$ cat src/hdl/bba_pkg.sv
package bba_pkg;

    localparam int REGION_LOG2    = 16;
    localparam int MIN_BLOCK_LOG2 = 6;
    localparam int TIER_COUNT     = 11;
    localparam int DEEPEST        = TIER_COUNT - 1;
    localparam int LEAF_LOG2      = REGION_LOG2 - DEEPEST;
    localparam int LEAF_COUNT     = 2 ** DEEPEST;
    localparam int LEAF_AW        = DEEPEST;
    localparam int HEAP_W         = TIER_COUNT;
    localparam int WORD_BITS_LOG2 = 5;
    localparam int WORD_BITS      = 2 ** WORD_BITS_LOG2;
    localparam int WORD_AW        = HEAP_W - WORD_BITS_LOG2;
    localparam int WORD_COUNT     = 2 ** WORD_AW;
    localparam int TIER_W         = 4;
    localparam int OFF_W          = 16;
    localparam int SIZE_W         = 17;
    localparam int OP_W           = 2;
    localparam int STAT_W         = 2;

    localparam logic [OP_W-1:0] OP_ALLOC   = 2'd0;
    localparam logic [OP_W-1:0] OP_FREE    = 2'd1;
    localparam logic [OP_W-1:0] OP_REALLOC = 2'd2;

    localparam logic [STAT_W-1:0] ST_OK  = 2'd0;
    localparam logic [STAT_W-1:0] ST_OOM = 2'd1;
    localparam logic [STAT_W-1:0] ST_BAD = 2'd2;

    typedef enum logic [4:0] {
        DC_NONE,
        DC_CLEAR,
        DC_LOAD,
        DC_FAIL_OOM,
        DC_FAIL_BAD,
        DC_ALLOC_INIT,
        DC_FREE_INIT,
        DC_TIER_LOAD,
        DC_KEEP,
        DC_FM_READ,
        DC_GROW,
        DC_SCAN,
        DC_PICK,
        DC_SPLIT_ADV,
        DC_SET_UPPER,
        DC_ALLOC_DONE,
        DC_MERGE,
        DC_EMIT
    } dp_op_t;

    typedef struct packed {
        dp_op_t op;
    } dp_cmd_t;

    typedef struct packed {
        logic            clr_done;
        logic [OP_W-1:0] op;
        logic            want_ok;
        logic            mark_ok;
        logic            fits;
        logic            grow_ok;
        logic            grow_hit;
        logic            scan_hit;
        logic            pick_hit;
        logic            tier_zero;
        logic            at_want;
        logic            merge_up;
    } dp_stat_t;

endpackage

$ cat src/hdl/bba_ctrl.sv
module bba_ctrl
(
    input  logic              clk,
    input  logic              rst_n,
    input  logic              in_valid,
    output logic              in_stall,
    output logic              out_valid,
    input  logic              out_stall,
    output bba_pkg::dp_cmd_t  cmd,
    input  bba_pkg::dp_stat_t st
);

    typedef enum logic [15:0] {
        S_CLEAR  = 16'h0001,
        S_IDLE   = 16'h0002,
        S_CHECK  = 16'h0004,
        S_RDEC   = 16'h0008,
        S_GROW   = 16'h0010,
        S_ASTART = 16'h0020,
        S_SCAN   = 16'h0040,
        S_PICK   = 16'h0080,
        S_OOM    = 16'h0100,
        S_SPLIT  = 16'h0200,
        S_SPL_RD = 16'h0400,
        S_SPL_WR = 16'h0800,
        S_MFREE  = 16'h1000,
        S_MRG_RD = 16'h2000,
        S_MRG    = 16'h4000,
        S_DONE   = 16'h8000
    } state_t;

    state_t state_reg;
    state_t state_next;
    logic   out_valid_reg;
    logic   out_valid_next;
    logic   out_free;

    assign out_free = !out_valid_reg || !out_stall;

    always_comb
    begin
        state_next = state_reg;
        cmd.op     = bba_pkg::DC_NONE;
        case (state_reg)
            S_CLEAR:
            begin
                cmd.op = bba_pkg::DC_CLEAR;
                if (st.clr_done)
                begin
                    state_next = S_IDLE;
                end
            end
            S_IDLE:
            begin
                if (in_valid)
                begin
                    cmd.op     = bba_pkg::DC_LOAD;
                    state_next = S_CHECK;
                end
            end
            S_CHECK:
            begin
                if (st.op == bba_pkg::OP_ALLOC)
                begin
                    state_next = S_ASTART;
                end
                else if (st.op == bba_pkg::OP_FREE && st.mark_ok)
                begin
                    cmd.op     = bba_pkg::DC_FREE_INIT;
                    state_next = S_MRG_RD;
                end
                else if (st.op == bba_pkg::OP_REALLOC && st.mark_ok)
                begin
                    cmd.op     = bba_pkg::DC_TIER_LOAD;
                    state_next = S_RDEC;
                end
                else
                begin
                    cmd.op     = bba_pkg::DC_FAIL_BAD;
                    state_next = S_DONE;
                end
            end
            S_RDEC:
            begin
                if (st.fits)
                begin
                    cmd.op     = bba_pkg::DC_KEEP;
                    state_next = S_DONE;
                end
                else if (st.grow_ok)
                begin
                    cmd.op     = bba_pkg::DC_FM_READ;
                    state_next = S_GROW;
                end
                else
                begin
                    state_next = S_ASTART;
                end
            end
            S_GROW:
            begin
                cmd.op     = bba_pkg::DC_GROW;
                state_next = st.grow_hit ? S_DONE : S_ASTART;
            end
            S_ASTART:
            begin
                if (st.want_ok)
                begin
                    cmd.op     = bba_pkg::DC_ALLOC_INIT;
                    state_next = S_SCAN;
                end
                else
                begin
                    cmd.op     = bba_pkg::DC_FAIL_OOM;
                    state_next = S_DONE;
                end
            end
            S_SCAN:
            begin
                cmd.op = bba_pkg::DC_SCAN;
                if (st.scan_hit)
                begin
                    state_next = S_PICK;
                end
                else if (st.tier_zero)
                begin
                    state_next = S_OOM;
                end
            end
            S_PICK:
            begin
                cmd.op = bba_pkg::DC_PICK;
                if (st.pick_hit)
                begin
                    state_next = S_SPLIT;
                end
                else if (st.tier_zero)
                begin
                    state_next = S_OOM;
                end
                else
                begin
                    state_next = S_SCAN;
                end
            end
            S_OOM:
            begin
                cmd.op     = bba_pkg::DC_FAIL_OOM;
                state_next = S_DONE;
            end
            S_SPLIT:
            begin
                if (st.at_want)
                begin
                    cmd.op     = bba_pkg::DC_ALLOC_DONE;
                    state_next = (st.op == bba_pkg::OP_REALLOC) ? S_MFREE : S_DONE;
                end
                else
                begin
                    cmd.op     = bba_pkg::DC_SPLIT_ADV;
                    state_next = S_SPL_RD;
                end
            end
            S_SPL_RD:
            begin
                cmd.op     = bba_pkg::DC_FM_READ;
                state_next = S_SPL_WR;
            end
            S_SPL_WR:
            begin
                cmd.op     = bba_pkg::DC_SET_UPPER;
                state_next = S_SPLIT;
            end
            S_MFREE:
            begin
                cmd.op     = bba_pkg::DC_FREE_INIT;
                state_next = S_MRG_RD;
            end
            S_MRG_RD:
            begin
                cmd.op     = bba_pkg::DC_FM_READ;
                state_next = S_MRG;
            end
            S_MRG:
            begin
                cmd.op     = bba_pkg::DC_MERGE;
                state_next = st.merge_up ? S_MRG_RD : S_DONE;
            end
            S_DONE:
            begin
                if (out_free)
                begin
                    cmd.op     = bba_pkg::DC_EMIT;
                    state_next = S_IDLE;
                end
            end
            default:
            begin
                state_next = S_CLEAR;
            end
        endcase
    end

    always_comb
    begin
        out_valid_next = out_valid_reg;
        if (cmd.op == bba_pkg::DC_EMIT)
        begin
            out_valid_next = 1'b1;
        end
        else if (!out_stall)
        begin
            out_valid_next = 1'b0;
        end
    end

    always_ff @(posedge clk or negedge rst_n)
    begin
        if (!rst_n)
        begin
            state_reg     <= S_CLEAR;
            out_valid_reg <= 1'b0;
        end
        else
        begin
            state_reg     <= state_next;
            out_valid_reg <= out_valid_next;
        end
    end

    assign in_stall  = (state_reg != S_IDLE);
    assign out_valid = out_valid_reg;

endmodule

$ cat config.mk
export PLATFORM = sky130hd
export DESIGN_NAME = bba_ctrl
export DESIGN_NICKNAME = d
export VERILOG_FILES = /design/src/hdl/bba_pkg.sv /design/src/hdl/bba_ctrl.sv
export SDC_FILE = /design/constraint.sdc
export NUM_CORES = 1
export LEC_CHECK = 0
export BUFFER_PORTS_ARGS = -buffer_cell sky130_fd_sc_hd__buf_2
export CAP_MARGIN = 15
export CORE_MARGIN = 4
export CORE_UTILIZATION = 59
export CTS_CLUSTER_DIAMETER = 150
export DETAILED_ROUTE_END_ITERATION = 10
export GPL_TIMING_DRIVEN = 0
export PLACE_DENSITY = 0.8
export SLEW_MARGIN = 20
export SYNTH_ARGS = -nofsm -noshare
export SYNTH_HDL_FRONTEND = slang
export SYNTH_SLANG_ARGS = --single-unit
$ cat constraint.sdc
create_clock -name clk -period 3.2 [get_ports clk]
set_input_delay 0.16 -clock clk [delete_from_list [all_inputs] [get_ports clk]]
set_output_delay 0.16 -clock clk [all_outputs]
set_load 0.1 [all_outputs]
# Yosys cells after proc, flatten, opt, wreduce, memory -nomap -nowiden
# Cells that the tools add are included.
# totals
register_bits,17
output_inout_bits,7
# classes
eq_ne,25
reduce_logical,8
mux,30
# ops
operator,count
one-hot mux 16 bit (16 select lines),1
two-way mux 16 bit,14
one-hot mux 5 bit (15 select lines),1
"== test 16 x 1 -> 1 bit, second input constant",1
"== test 16 x 10 -> 1 bit, second input constant",1
"== test 16 x 11 -> 1 bit, second input constant",1
"== test 16 x 12 -> 1 bit, second input constant",1
"== test 16 x 13 -> 1 bit, second input constant",1
"== test 16 x 14 -> 1 bit, second input constant",1
"== test 16 x 15 -> 1 bit, second input constant",1
"== test 16 bit, second input constant",1
"== test 16 x 2 -> 1 bit, second input constant",1
"== test 16 x 3 -> 1 bit, second input constant",1
"== test 16 x 4 -> 1 bit, second input constant",1
"== test 16 x 5 -> 1 bit, second input constant",1
"== test 16 x 6 -> 1 bit, second input constant",1
"== test 16 x 7 -> 1 bit, second input constant",1
"== test 16 x 8 -> 1 bit, second input constant",1
"== test 16 x 9 -> 1 bit, second input constant",1
"!= test 16 x 2 -> 1 bit, second input constant",1
two-way mux 10 bit,1
two-way mux 9 bit,1
two-way mux 2 bit,4
two-way mux 4 bit,2
16 further kinds,22

# Logic depth before layout (Yosys ltp)
# depth
depth_word,8
ltp_mapped,7

# Worst setup path after synthesis
# OpenSTA, ideal clock, no wires.
# synth_timing
kind,flip-flop to output port
startpoint,reg state_reg[3]
endpoint,out cmd[4] in the netlist's numbering
required_time_ps,3040
arrival_time_ps,4199
setup_slack_ps,-1159
path_stages_with_launch,5
path_cell_list,dfrtp_1 -> buf_6 -> nor4_1 -> nand3_1 -> nor4_1
# synth_lines
item,line_no,source
"start, declared",bba_ctrl.sv:32,state_t state_reg;
"start signal, assigned",bba_ctrl.sv:226,state_reg <= state_next;
"end, declared",bba_ctrl.sv:9,"output bba_pkg::dp_cmd_t cmd,"

==> flow_summary.toml <==
[layout]
fin_nets = 196
final_design_area_no_fill_um2 = 1490
diodes = 0
largest_reg_flops = 16
drive_gt1_share_pct = 25.84
layout_common_cells = "24 x buf_2, 20 x nor2_1, 16 x dfrtp_1, 11 x nand2_1"
layout_commonest_cell = "buf_2"
areaGrowthSynthToFinish_pct = 17.11

[timing]
drv_slew = 0
max_clock_freq_mhz = 322.8
fin_skew_ns = 0.009589
hold_viol_final = 0
period_share_pct = 96.82
rsz0062_at_grt = "false"
finalHoldWorstSlack_ns = 0.02652
setup_violations = 0
setup_ws_ns = 0.1017
worst_pin_slew_ns = 0.7793
relSlewSlack_pct = 47.62
period_minus_slack_ns = 3.098

[setup_path]
critPathSlowestCell = "nor4_1"
critPathMaxStageDelay_ns = 0.54
crit_chain = "clkbuf_1 > or4_1 > clkbuf_1 > nor4_1 > a21oi_1 > nand4b_1 > or3b_4 > buf_2"
critPathTopFamily = "simple AND/OR/NAND/NOR gates"
worstSetupStartpointType = "flop"
cp_data_required_time_ns = 3.04
cp.arrival_ns = 2.94
critPathKind = "flop to output pin"
crit_top_cell = "clkbuf_1"
worst-path-buf-inv = 3
worstSetupEndpointType = "output pin"
worstPathMaxFanout = 8

[drt]
vias_per_cell = 6.785
drc_errors = 0
first_iter_violations = 117
vias = 1391
wl_per_cell_um = 17.97
wl_um = 3683
drtPass1Iterations = 4
antenna_left = 0

[placed_design]
dpl_worst_slack_ns = 0.4308
globalplace.congestion = 0.9345
dp_hpwl_um = 2773
place_area_um2 = 1430
place.port_buffers = 23

[pwr]
powerDensity_nw_per_um2 = 531.7
p_leak_nw = 0.6841
power.total_w = 0.0007924
vdd_drop_max_v = 0.0004060

[min_path]
hp-class = "input pin to flop"

[floorplan]
ios = 24
die_x_um = 54.44
num_rows = 16
initial_core_util_pct = 63.56
die_h_um = 54.44
coreArea_um2 = 2002
die-area_um2 = 2964

[grt]
grt_overflow = 0
grt_max_degree = 18
grt_pass1_vias = 1239
grt_pass1_wl_um = 6147
grtUsageTotal_pct = 29.45
grt_antenna_before_repair = 0

[clock_tree]
cts_tree = "done"
worstSkewPairLatency_ns = 0.30
clkTransAtPathRegs_ns = 0.11
clock_sinks = 17
htreeDepth = 1
postCtsSetupBuffers = 0
numCtsBuffers = 3
cts-root-buf = "clkbuf_4"
clock_tree.buffer_depth = 2

[logic_synthesis]
ys.flop_type = "dfrtp_1"
ys_warn_count = 0
synth_area_um2 = 1272
postSynthAreaPerCell_um2 = 8.483
yosysSeqAreaShare_pct = 33.53
async_flop_share_pct = 100.0
ys_types = 47
synth_seq_cells = 17
syn_nets = 167
synth_edf_count = 0
synth_cells = 150

[flow_run]
drv_cap = 0

[outcome]
outcome = "finished clean"
report_power, final:
part           internal (W)  leakage, nW  switching (W)
clock             0.0000486       0.0150      0.0000734
combinational      0.000126        0.436       0.000283
sequential         0.000236        0.233      0.0000261
timing repair:
| item | CTS | global route |
|---|---|---|
| hold buffers | 1 | 0 |
| gates resized for setup | 0 | 3 |
| hold endpoints to repair | 16 | 0 |
| setup endpoints to repair | 0 | 3 |
cell families (layout without fill, tap and decap cells):
logic type | Yosys count | count (layout) | share of synthesized area (%)
xor gates and xnor gates | 4 | 4 | 2.753
DFF | 17 | 17 | 33.53
and+or+nand+nor | 89 | 89 | 44.15
adders and majority gates | 1 | 1 | 0.7867
buffers and inverters | 14 | 42 | 5.900
AOI/OAI and AO/OA | 25 | 25 | 12.88
cells in the mapped netlist, types with 2 or more instances:
| library cell | number | area [µm²] |
|---|---|---|
| nor4b_1 | 9 | 78.83 |
| inv_1 | 6 | 22.52 |
| nand2b_1 | 3 | 18.77 |
| a21oi_1 | 9 | 45.04 |
| or4_1 | 4 | 30.03 |
| nor4_1 | 7 | 43.79 |
| o21ai_0 | 3 | 15.01 |
| nor3_1 | 5 | 25.02 |
| nand2_1 | 11 | 41.29 |
| nor2b_1 | 2 | 12.51 |
| nand4b_1 | 2 | 17.52 |
| nor3b_1 | 2 | 15.01 |
| clkbuf_1 | 2 | 7.510 |
| buf_6 | 2 | 22.52 |
| nand4_1 | 5 | 31.28 |
| nand3_1 | 5 | 25.02 |
| nor4_2 | 3 | 37.54 |
| xnor2_1 | 4 | 35.03 |
| nor2_1 | 20 | 75.07 |
| dfrtp_1 | 16 | 400.4 |
| or4b_2 | 3 | 30.03 |
| buf_2 | 2 | 10.01 |
cell type report:
class                      instances  area [µm²]
clock buffer                       4       26.28
tap                               27       33.78
buffer                             8       52.55
multi-input combinational        119       800.8
fill                             163       511.7
sequential                        17       426.7
inverter                           6       22.52
timing repair buffer              24       127.6
path summary, 6_finish.rpt:
path | start | end | slack [ns] | cells past startpoint
hold reg to reg | out_valid | out_valid | 0.62 | 2
setup reg to reg | state_reg[14] | state_reg[0] | 0.94 | 6
setup / recovery | state_reg[14] | cmd[1] | 0.10 | 8
max in group asynchronous | rst_n | state_reg[0] | 2.54 | 2
hold / removal | st[1] | state_reg[10] | 0.03 | 2
min in group asynchronous | rst_n | out_valid | 0.34 | 2
through the flow:
stage	std cells	util, %	setup TNS, ns
after floorplan	150	-	-0.007645
after global routing	205	74.44	0
after global placement	200	71.44	0
final	205	74.44	0
after detailed placement	200	71.44	0
after CTS	205	73.25	0
per-layer routing:
layer  track usage, %  vias to the layer above  wire (µm)
met5                0                        -          0
met4            9.129                        0        112
met3            3.542                       19        401
met2            47.21                      110       1655
met1            41.12                      628       1512
li1                 -                      634          -
No activity file was read; power rests on OpenSTA's default activity.
